File: src/design/hsc_pkg.sv
`timescale 1ns / 1ps

package hsc_pkg;

    // Number of information bits that the code protects.
    localparam int DATA_BITS = 32;

    // Widths of the request and response fields.
    localparam int WORD_W  = 32;
    localparam int CHECK_W = 6;
    localparam int POS_W   = 6;

    // Command codes.
    localparam logic CMD_ENCODE = 1'b0;
    localparam logic CMD_DECODE = 1'b1;

    // Check bits: ceil(log2(DATA_BITS)) + 1.
    function automatic int calc_check_bits();
        int r;
        r = 0;
        for (int k = 0; k < 16; k++) begin
            if ((1 << r) < DATA_BITS) begin
                r = r + 1;
            end
        end
        return r + 1;
    endfunction

    localparam int CHECK_BITS = calc_check_bits();

    typedef logic [CHECK_BITS-1:0] t_col;
    typedef t_col t_col_arr [DATA_BITS];

    // Data column j is the j-th value, ascending, with two or more ones.
    // Columns that cannot be filled stay zero.
    function automatic t_col_arr build_cols();
        t_col_arr c;
        int       j;
        int       ones;
        for (int k = 0; k < DATA_BITS; k++) begin
            c[k] = '0;
        end
        j = 0;
        for (int v = 1; v < (1 << CHECK_BITS); v++) begin
            ones = 0;
            for (int b = 0; b < CHECK_BITS; b++) begin
                ones = ones + ((v >> b) & 1);
            end
            if (ones >= 2 && j < DATA_BITS) begin
                c[j] = CHECK_BITS'(v);
                j = j + 1;
            end
        end
        return c;
    endfunction

    localparam t_col_arr DATA_COLS = build_cols();

    // One request.
    typedef struct packed {
        logic               command;
        logic [WORD_W-1:0]  data_word;
        logic [CHECK_W-1:0] check_in;
    } t_req;

    // One response.
    typedef struct packed {
        logic [WORD_W-1:0]  data_out;
        logic [CHECK_W-1:0] check_out;
        logic [CHECK_W-1:0] syndrome;
        logic               error_detected;
        logic               corrected;
        logic               uncorrectable;
        logic [POS_W-1:0]   flip_position;
    } t_rsp;

endpackage

File: src/design/systematic_hamming_sec_codec.sv
`timescale 1ns / 1ps

// Systematic Hamming single-error-correcting codec. A request (encode or
// decode) is taken whenever start is high; busy never rises, so one request
// is taken every cycle. Each response appears on o_rsp, marked by o_done
// for exactly one cycle, after passing the input register and then the
// parity and syndrome XOR trees into the response register.
// The receiver cannot stall, so it must take each response in the cycle it
// is shown. Encode returns the check bits; decode returns the syndrome and
// corrects a single flipped data or check bit, or flags the word as
// uncorrectable when the syndrome matches no column.
module systematic_hamming_sec_codec (
    input  logic          i_clk,
    input  logic          i_rst_n,
    input  logic          start,
    output logic          busy,
    input  hsc_pkg::t_req i_req,
    output logic          o_done,
    output hsc_pkg::t_rsp o_rsp
);
    import hsc_pkg::*;

    logic r_in_valid;
    t_req r_req;
    logic r_done;
    t_rsp r_rsp;
    t_rsp n_rsp;

    // The datapath takes a new request every cycle.
    assign busy = 1'b0;

    // Input register.
    always_ff @(posedge i_clk) begin
        if (!i_rst_n) begin
            r_in_valid <= 1'b0;
        end else begin
            r_in_valid <= start && !busy;
        end
    end

    always_ff @(posedge i_clk) begin
        if (start && !busy) begin
            r_req <= i_req;
        end
    end

    // Encode and decode logic.
    hsc_core u_core (
        .i_req (r_req),
        .o_rsp (n_rsp)
    );

    // Response register.
    always_ff @(posedge i_clk) begin
        if (!i_rst_n) begin
            r_done <= 1'b0;
        end else begin
            r_done <= r_in_valid;
        end
    end

    always_ff @(posedge i_clk) begin
        if (r_in_valid) begin
            r_rsp <= n_rsp;
        end
    end

    assign o_done = r_done;
    assign o_rsp  = r_rsp;

`ifndef SYNTHESIS
    // A taken request raises o_done via the input and response registers.
    a_latency: assert property (@(posedge i_clk) disable iff (!i_rst_n)
        (start && !busy) |=> ##1 o_done)
        else $error("response missing two cycles after a request");

    // A corrected word is never also uncorrectable.
    a_flags: assert property (@(posedge i_clk) disable iff (!i_rst_n)
        o_done |-> !(o_rsp.corrected && o_rsp.uncorrectable))
        else $error("corrected and uncorrectable both set");

    // Error flag agrees with the syndrome, and a nonzero syndrome is resolved.
    a_err: assert property (@(posedge i_clk) disable iff (!i_rst_n)
        o_done |-> (o_rsp.error_detected == (o_rsp.syndrome != '0)) &&
                   (o_rsp.error_detected == (o_rsp.corrected || o_rsp.uncorrectable)))
        else $error("error flags disagree with syndrome");

    // Without a correction the flip position reads zero.
    a_pos: assert property (@(posedge i_clk) disable iff (!i_rst_n)
        (o_done && !o_rsp.corrected) |-> (o_rsp.flip_position == '0))
        else $error("flip position set without a correction");
`endif

endmodule

File: src/design/hsc_core.sv
`timescale 1ns / 1ps

module hsc_core (
    input  hsc_pkg::t_req i_req,
    output hsc_pkg::t_rsp o_rsp
);
    import hsc_pkg::*;

    logic [DATA_BITS-1:0]  data;
    logic [CHECK_BITS-1:0] chk_in;
    logic [CHECK_BITS-1:0] calc;
    logic [CHECK_BITS-1:0] syn;
    logic [DATA_BITS-1:0]  data_hit;
    logic [CHECK_BITS-1:0] check_hit;
    logic [POS_W-1:0]      pos;
    logic                  decode;
    logic                  hit;

    // Bits above the code's width are ignored.
    assign data   = DATA_BITS'(i_req.data_word);
    assign chk_in = CHECK_BITS'(i_req.check_in);
    assign decode = (i_req.command == CMD_DECODE);

    // Parity: XOR of the columns of all set data bits.
    always_comb begin
        calc = '0;
        for (int j = 0; j < DATA_BITS; j++) begin
            if (data[j]) begin
                calc = calc ^ DATA_COLS[j];
            end
        end
    end

    assign syn = decode ? (calc ^ chk_in) : '0;

    // Match the syndrome against every column. Data columns are distinct and
    // have two or more ones, so at most one column can match.
    always_comb begin
        for (int j = 0; j < DATA_BITS; j++) begin
            data_hit[j] = (syn != '0) && (DATA_COLS[j] == syn);
        end
        for (int i = 0; i < CHECK_BITS; i++) begin
            check_hit[i] = (syn == (CHECK_BITS'(1) << (CHECK_BITS - 1 - i)));
        end
    end

    assign hit = (|data_hit) || (|check_hit);

    // Position of the matching column; zero when nothing matches.
    always_comb begin
        pos = '0;
        for (int j = 0; j < DATA_BITS; j++) begin
            if (data_hit[j]) begin
                pos = pos | POS_W'(j);
            end
        end
        for (int i = 0; i < CHECK_BITS; i++) begin
            if (check_hit[i]) begin
                pos = pos | POS_W'(DATA_BITS + i);
            end
        end
    end

    // Assemble the response.
    always_comb begin
        o_rsp.data_out       = WORD_W'(data ^ data_hit);
        o_rsp.check_out      = decode ? CHECK_W'(chk_in ^ syn & {CHECK_BITS{|check_hit}})
                                      : CHECK_W'(calc);
        o_rsp.syndrome       = CHECK_W'(syn);
        o_rsp.error_detected = (syn != '0);
        o_rsp.corrected      = hit;
        o_rsp.uncorrectable  = (syn != '0) && !hit;
        o_rsp.flip_position  = pos;
    end

endmodule
File: config.mk
export PLATFORM = sky130hd
export DESIGN_NAME = systematic_hamming_sec_codec
export DESIGN_NICKNAME = d
export VERILOG_FILES = /design/src/design/hsc_pkg.sv /design/src/design/systematic_hamming_sec_codec.sv /design/src/design/hsc_core.sv
export SDC_FILE = /design/constraint.sdc
export NUM_CORES = 1
export LEC_CHECK = 0
export ABC_CLOCK_PERIOD_IN_PS = 4450
export BUFFER_PORTS_ARGS = -buffer_cell sky130_fd_sc_hd__buf_2
export CAP_MARGIN = 20
export CELL_PAD_IN_SITES_DETAIL_PLACEMENT = 1
export CELL_PAD_IN_SITES_GLOBAL_PLACEMENT = 2
export CORE_MARGIN = 5
export CORE_UTILIZATION = 38
export CTS_BUF_LIST = sky130_fd_sc_hd__clkbuf_8
export DETAILED_ROUTE_END_ITERATION = 8
export PLACE_DENSITY_LB_ADDON = 0.08
export SYNTH_ARGS = -nofsm -noshare
export SYNTH_HDL_FRONTEND = slang
export SYNTH_SLANG_ARGS = --single-unit
File: constraint.sdc
create_clock -name i_clk -period 4.45 [get_ports i_clk]
set_input_delay 0.89 -clock i_clk [delete_from_list [all_inputs] [get_ports i_clk]]
set_output_delay 0.89 -clock i_clk [all_outputs]
set_load 0.02 [all_outputs]
# Word-level counts from Yosys, hierarchy flattened
# Cells that the tools add are included.
# classes
n_eq_ne	38
bitwise_logic	35
n_mux	70
n_reduce_logical	39
# ops
cell	count
5-bit two-way mux	31
5-bit by 6-bit == test with 1-bit output (first input constant)	15
6-bit two-way mux	13
4-bit two-way mux	15
4-bit by 6-bit == test with 1-bit output (first input constant)	7
3-bit inverter	13
6-bit == test (first input constant)	6
1-bit logical AND	33
32-bit OR reduction	1
32-bit XOR	1
2-bit inverter	12
3-bit two-way mux	7
4-bit inverter	5
3-bit by 6-bit == test with 1-bit output (first input constant)	3
6-bit XOR	2
6-bit bitwise AND	1
2-bit by 6-bit == test with 1-bit output (first input constant)	1
6-bit by 1-bit == test with 1-bit output (second input constant)	1
6-bit by 2-bit == test with 1-bit output (second input constant)	1
6-bit by 3-bit == test with 1-bit output (second input constant)	1
6-bit by 4-bit == test with 1-bit output (second input constant)	1
6-bit by 5-bit == test with 1-bit output (second input constant)	1
6-bit == test (second input constant)	1
2-bit two-way mux	3
other kinds (7)	7
# word_totals
reg_bits	94
output_inout_bits	55

# Logic depth before layout (Yosys ltp)
# Gate-level depths: netlist of the first run.
# depth
depth_word	103
depth_mapped	11
depth_no_buf	9

# Modules after synthesis
# Synthesis of the first run repeated with hierarchy kept, for this count alone.
# unflattened
hier_cells	334
area_unflattened_um2	4872.2
# modules_own_cells
mod	cells_per_inst	n_inst	area_each_um2
systematic_hamming_sec_codec	98	1	2826.5
hsc_core	236	1	2045.7

# Least setup slack after synthesis of the first run
# OpenSTA, ideal clock, no wires.
# synth_path
path_type	flip-flop to flip-flop
start	register r_req[16] (netlist bit)
end	register r_rsp (netlist bit o_rsp[15]) (data pin)
n_path_buf	0
synth_period_minus_slack_ps	3113
arrival_time_ps	2853
path_slack_ps	1337
path_stages_with_launch	9
setup_ps	260
cell_sequence	edfxtp_1 xnor2_1 xnor3_2 xnor3_2 xnor2_4 nand2_1 o31ai_1 a31o_2 mux2_2
# synth_rtl
element	line	text
start: declaration	systematic_hamming_sec_codec.sv:24	t_req r_req;
start signal: assignment	systematic_hamming_sec_codec.sv:43	r_req <= i_req;
end signal: assignment	systematic_hamming_sec_codec.sv:64	r_rsp <= n_rsp;
end: declaration	systematic_hamming_sec_codec.sv:26	t_rsp r_rsp;

==> results.yml, run 1 <==
critical_path:
  critPathLaunchType: "register"
  worstPathRequired_ns: 4.56
  worstPathArrival_ns: 4.04
  slowest_stage: "xnor3_1"
  endpoint_kind: "register"
  cp_cell_sequence: "xnor2_1 > xnor3_2 > xor2_2 > xnor3_1 > nand2_1 > o32ai_1 > a31oi_1 > nand4_1 > a311oi_2"
  crit_path_max_incr_delay_ns: 0.59
  path_class: "reg -> reg"
  cp_max_fo: 11
power_and_ir_drop:
  p_int_w: 0.002372
  p_leak_nw: 2.242
  power_frac_seq_pct: 27.5
  p_clk_share_pct: 12.3
  p_switching_w: 0.002053
  sw_frac_of_total_pct: 46.39
  ir_drop_uv: 307.8
  p_comb_share_pct: 60.2
  power_density_mw_per_mm2: 772.1
clock_tree:
  clockBufferDepth: 2
  htreeDepth: 3
  root_buffer: "clkbuf_8"
  numClockSinks: 94
  hold_buffers: 0
  cts_tree: "done"
  cts_setup_buffers: 0
  clkSlewWorstSetupHoldPaths_ns: 0.09
  cts_made_buffers: 9
  clk_latency_ns: 0.38
  cts_resized: 0
detailed_routing:
  dr.pass1.iters: 4
  drt_iter0_drc: 214
  ant_nets: 0
  wirelength_mm: 13.53
  routed-via-count: 3223
  via_per_inst: 4.958
  wl_per_cell_microns: 20.82
  drc_errors: 0
layout:
  synthToLayoutAreaGrowth_pct: 19.17
  fillers: 1360
  drive_gt1_share_pct: 28.87
  instances_no_fill: 650
  most-common-layout-cells: "buf_2 (95), edfxtp_1 (92), xnor2_1 (47)"
  diodes: 0
  final_nets: 515
  final_common_cell: "buf_2"
sta:
  tightest_slew_ns: 0.9241
  fin_skew_ns: 0.009121
  period_share_pct: 88.23
  setup_viol: 0
  slew_headroom_pct: 38.39
  slew_violations: 0
  tns_ns: 0
  fmax_mhz: 254.7
  period_minus_slack_ns: 3.926
  grt_setup_unrepaired: "no"
  hold_viol: 0
synth:
  avgSynthCellArea_sq_um: 13.14
  synth_area_sq_mm: 0.004810
  synth_nets: 408
  yosysTopAreaCell: "edfxtp_1"
  synth_edf_count: 92
  ys.warnings.count: 0
  netlist_top_cells_area: "edfxtp_1 (57%), xnor2_1 (8.6%), xor2_1 (6.9%), xnor3_1 (4.2%), nor2_1 (3.0%)"
  synth_top_area_share_pct: 57.44
  synth_seq_area_share_pct: 58.27
  synth_cells: 366
  synth_cell_types: 44
  synth-seq-cells: 94
  synth_flop_cell: "edfxtp_1"
  ys_async_sr_fraction_pct: 0
place:
  dp.cells: 634
  numPortBuffers: 95
  place_hpwl_mm: 10.13
  gp_congestion: 0.8461
run_status:
  status: "completed"
global_routing:
  track_usage_pct: 18.89
  grt_max_degree: 55
  grt_pass1_wl_mm: 20.67
  grt_pass1_vias: 3501
  antenna_found_initial: 0
  grt-ovfl-total: 0
floorplan:
  die_area_sq_mm: 0.01501
  io_pins: 97
  initial_core_util_pct: 38.42
  core_sq_mm: 0.01252
  die_h_microns: 122.5
  die_x_microns: 122.5
  rows: 41
job:
  cap_violations: 0
min_path:
  hold_path_class: "reg -> reg"
[layout make-up]
type / count / area, sq um / area share (%)
Sequential cell: 94 / 2804 / 48.92
Clock inverter: 4 / 21.27 / 0.3711
Tap cell: 172 / 215.2 / 3.755
Inverter: 6 / 22.52 / 0.3929
Timing Repair Buffer: 108 / 573.1 / 9.998
Multi-Input combinational cell: 254 / 1931 / 33.68
Clock buffer: 12 / 165.2 / 2.881
[sequential cells by signal, indices dropped and copies added (netlist names)]
register and flops:
r_in_valid 1, o_rsp 53, o_done 1, r_req 39
[critical path, delay by kind of cell, from the launching register on]
kind	cells	cell delay, ns
flops	1	0.46
simple gates	2	0.53
compound gates	3	0.73
xor+xnor	4	1.93
[per-stage QoR]
step | utilization, % | hold slack, ns | cell area [sq um] | setup slack, ns | power (W)
after global routing | 45.79 | 0.6294 | 5732 | 0.3905 | 0.004719
after floorplan | - | 0.5716 | 4810 | 1.337 | 0.003040
after CTS | 45.79 | 0.6205 | 5732 | 0.5088 | 0.004448
after global placement | 44.30 | 0.6007 | 5545 | 0.5833 | 0.003880
after detailed placement | 44.30 | 0.6028 | 5545 | 0.5462 | 0.003888
final | 45.79 | 0.6163 | 5732 | 0.5239 | 0.004425
[power by group through the flow]
stage / sequential, W / combinational (W) / clock, W
CTS: 0.00122 / 0.00267 / 0.000564
floorplan: 0.00134 / 0.00170 / 0
global placement: 0.00124 / 0.00264 / 0
finish: 0.00122 / 0.00267 / 0.000544
global route: 0.00123 / 0.00289 / 0.000602
detailed placement: 0.00124 / 0.00265 / 0
[path summary, 6_finish.rpt]
kind                  start        end  slack, ns  depth (start not counted)
hold reg to reg    r_req[6]  o_rsp[21]       0.62                          1
setup reg to reg  r_req[16]   o_rsp[6]       0.52                          9
setup / recovery  r_req[16]   o_rsp[6]       0.52                          9
hold / removal     r_req[6]  o_rsp[21]       0.62                          1
[kinds of logic (layout without fill, tap and decap cells)]
group / after synthesis / count (layout) / synth area share [%]
flip-flops: 94 / 94 / 58.27
AO/OA/AOI/OAI: 39 / 39 / 5.359
AND/OR/NAND/NOR: 104 / 104 / 9.574
other: 1 / 1 / 0.07797
buffers and inverters: 18 / 130 / 1.587
XOR/XNOR: 102 / 102 / 23.26
multiplexers: 8 / 8 / 1.873
[routing by layer]
metal  vias up  GRT usage (%)  routed length [microns]
met5         -              0                        0
li1       1519              -                        -
met3        19          3.364                      538
met4         0          8.048                      315
met1      1603          26.04                     6304
met2        82          29.41                     6372
[synthesized netlist by cell type (2+ instances only)]
cell and n:
and2_1 3, xor2_1 38, nand2_1 24, nor2_1 38, inv_1 6, nand4_1 5
edfxtp_1 92, xnor3_2 2, xor3_1 2, nor4_1 2, nor3_1 15, o32ai_1 2
mux2_2 4, o221ai_1 2, a21oi_1 10, o21ai_0 11, xnor2_1 47, nand3_1 13
clkbuf_1 7, buf_2 4, dfxtp_1 2, mux2i_1 3, a31oi_1 3, xnor3_1 9
xor2_2 2, a211oi_1 2
Power figures use the tool's default switching activity.
==> inputs of run 2 (changes only) <==
--- a/config.mk
+++ b/config.mk
@@ -6,14 +6,15 @@
 export NUM_CORES = 1
 export LEC_CHECK = 0
 export ABC_CLOCK_PERIOD_IN_PS = 4450
-export BUFFER_PORTS_ARGS = -buffer_cell sky130_fd_sc_hd__buf_2
 export CAP_MARGIN = 20
 export CELL_PAD_IN_SITES_DETAIL_PLACEMENT = 1
 export CELL_PAD_IN_SITES_GLOBAL_PLACEMENT = 2
 export CORE_MARGIN = 5
-export CORE_UTILIZATION = 38
+export CORE_UTILIZATION = 44
 export CTS_BUF_LIST = sky130_fd_sc_hd__clkbuf_8
 export DETAILED_ROUTE_END_ITERATION = 8
+export DONT_BUFFER_PORTS = 1
+export GPL_TIMING_DRIVEN = 0
 export PLACE_DENSITY_LB_ADDON = 0.08
 export SYNTH_ARGS = -nofsm -noshare
 export SYNTH_HDL_FRONTEND = slang
==> results.yml, run 2 (same netlist as run 1, synthesis figures left out) <==
detailed_routing:
  wirelength_mm: 12.68
  ant_nets: 0
  drt_iter0_drc: 177
  dr.pass1.iters: 4
  via_per_inst: 5.468
  drc_errors: 0
  routed-via-count: 2860
  wl_per_cell_microns: 24.24
place:
  gp_congestion: 0.8524
  dp.cells: 507
  placed_area_sq_mm: 0.005006
  place_hpwl_mm: 9.443
  numPortBuffers: 0
power_and_ir_drop:
  p_comb_share_pct: 54.6
  p_clk_share_pct: 14.5
  p_int_w: 0.002299
  ir_drop_uv: 423.1
  sw_frac_of_total_pct: 47.15
  power_frac_seq_pct: 30.9
  fin_total_pwr_w: 0.004350
  p_switching_w: 0.002051
  power_density_mw_per_mm2: 832.0
  p_leak_nw: 1.854
critical_path:
  worstPathRequired_ns: 4.66
  endpoint_kind: "register"
  worstPathArrival_ns: 4.26
  cp_max_fo: 10
  critPathLaunchType: "register"
  path_class: "reg -> reg"
floorplan:
  io_pins: 97
  initial_core_util_pct: 44.56
  rows: 38
  core_sq_mm: 0.01079
  die_area_sq_mm: 0.01312
  die_h_microns: 114.6
  die_x_microns: 114.6
clock_tree:
  cts_tree: "done"
  cts_resized: 0
  clkSlewWorstSetupHoldPaths_ns: 0.10
  htreeDepth: 3
  root_buffer: "clkbuf_8"
  clk_latency_ns: 0.38
  cts_setup_buffers: 0
  cts_made_buffers: 9
  numClockSinks: 94
  clockBufferDepth: 2
  hold_buffers: 0
layout:
  final_common_cell: "edfxtp_1"
  post-route-util_pct: 48.45
  most-common-layout-cells: "edfxtp_1 (92), xnor2_1 (47), xor2_1 (38), nor2_1 (38), nand2_1 (24)"
  fillers: 1099
  instances_no_fill: 523
  final_nets: 420
  drive_gt1_share_pct: 9.661
  largest_reg_flops: 53
  diodes: 0
  final_area_sq_mm: 0.005229
  synthToLayoutAreaGrowth_pct: 8.715
sta:
  setup_viol: 0
  fin_skew_ns: 0.01456
  grt_setup_unrepaired: "no"
  tns_ns: 0
  period_share_pct: 91.04
  slew_violations: 0
  period_minus_slack_ns: 4.051
  slew_headroom_pct: 27.02
  tightest_slew_ns: 1.091
  hold_viol: 0
  fmax_mhz: 246.8
global_routing:
  grt_pass1_wl_mm: 19.24
  track_usage_pct: 20.20
  grt_max_degree: 41
  grt_pass1_vias: 3061
  antenna_found_initial: 0
  grt-ovfl-total: 0
job:
  cap_violations: 0
min_path:
  hold_path_class: "in -> reg"
run_status:
  status: "completed"
-- run 2: layout make-up --
class,instances,area [sq um],share of cell area [%]
well taps,140,175.2,3.350
inverters,6,22.52,0.4307
plain buffers,12,53.80,1.029
clock inverters,7,98.84,1.890
multi-input cells,254,1931,36.92
clock buffers,9,123.9,2.369
repair buffers,1,20.02,0.3829
flip-flops and latches,94,2804,53.63
-- run 2: per-stage QoR --
step	hold WS, ns	setup slack [ns]
3_3_place_gp	0.5933	0.4517
6_report	0.6000	0.3989
3_5_place_dp	0.6009	0.4433
2_1_floorplan	0.5716	1.337
4_1_cts	0.5842	0.4246
5_1_grt	0.5737	0.2038
-- run 2: metal layers --
metal	global-route usage, %	vias up	wire length [microns]
met5	0	-	0
met1	27.10	1434	5679
met3	5.708	13	670
met4	5.542	0	194
li1	-	1329	-
met2	32.21	84	6135
-- run 2: critical path, stage by stage, from the launching register on --
cell and delay, ns:
edfxtp_1 0.53, xnor2_1 0.40, xnor3_1 0.41, xor2_1 0.86, nor2_1 0.44, nand2_1 0.39, o32ai_1 0.16, a31oi_1 0.25
nand4_1 0.20, a311oi_2 0.26
-- run 2: final timing paths --
kind                                 from   endpoint  slack, ns  depth (start not counted)
worst max-delay path            r_req[34]   o_rsp[6]       0.40                          9
worst min-delay path            i_req[30]  r_req[30]       0.60                          0
worst max register to register  r_req[34]   o_rsp[6]       0.40                          9
worst min register to register  r_req[11]  o_rsp[26]       0.62                          1
-- run 2: power groups by stage --
stage | clock network (W) | registers [W] | logic, W
after floorplan | 0 | 0.00134 | 0.00170
after global placement | 0 | 0.00137 | 0.00235
after detailed placement | 0 | 0.00137 | 0.00236
after CTS | 0.000652 | 0.00135 | 0.00238
after global routing | 0.000701 | 0.00136 | 0.00256
final | 0.000633 | 0.00134 | 0.00237
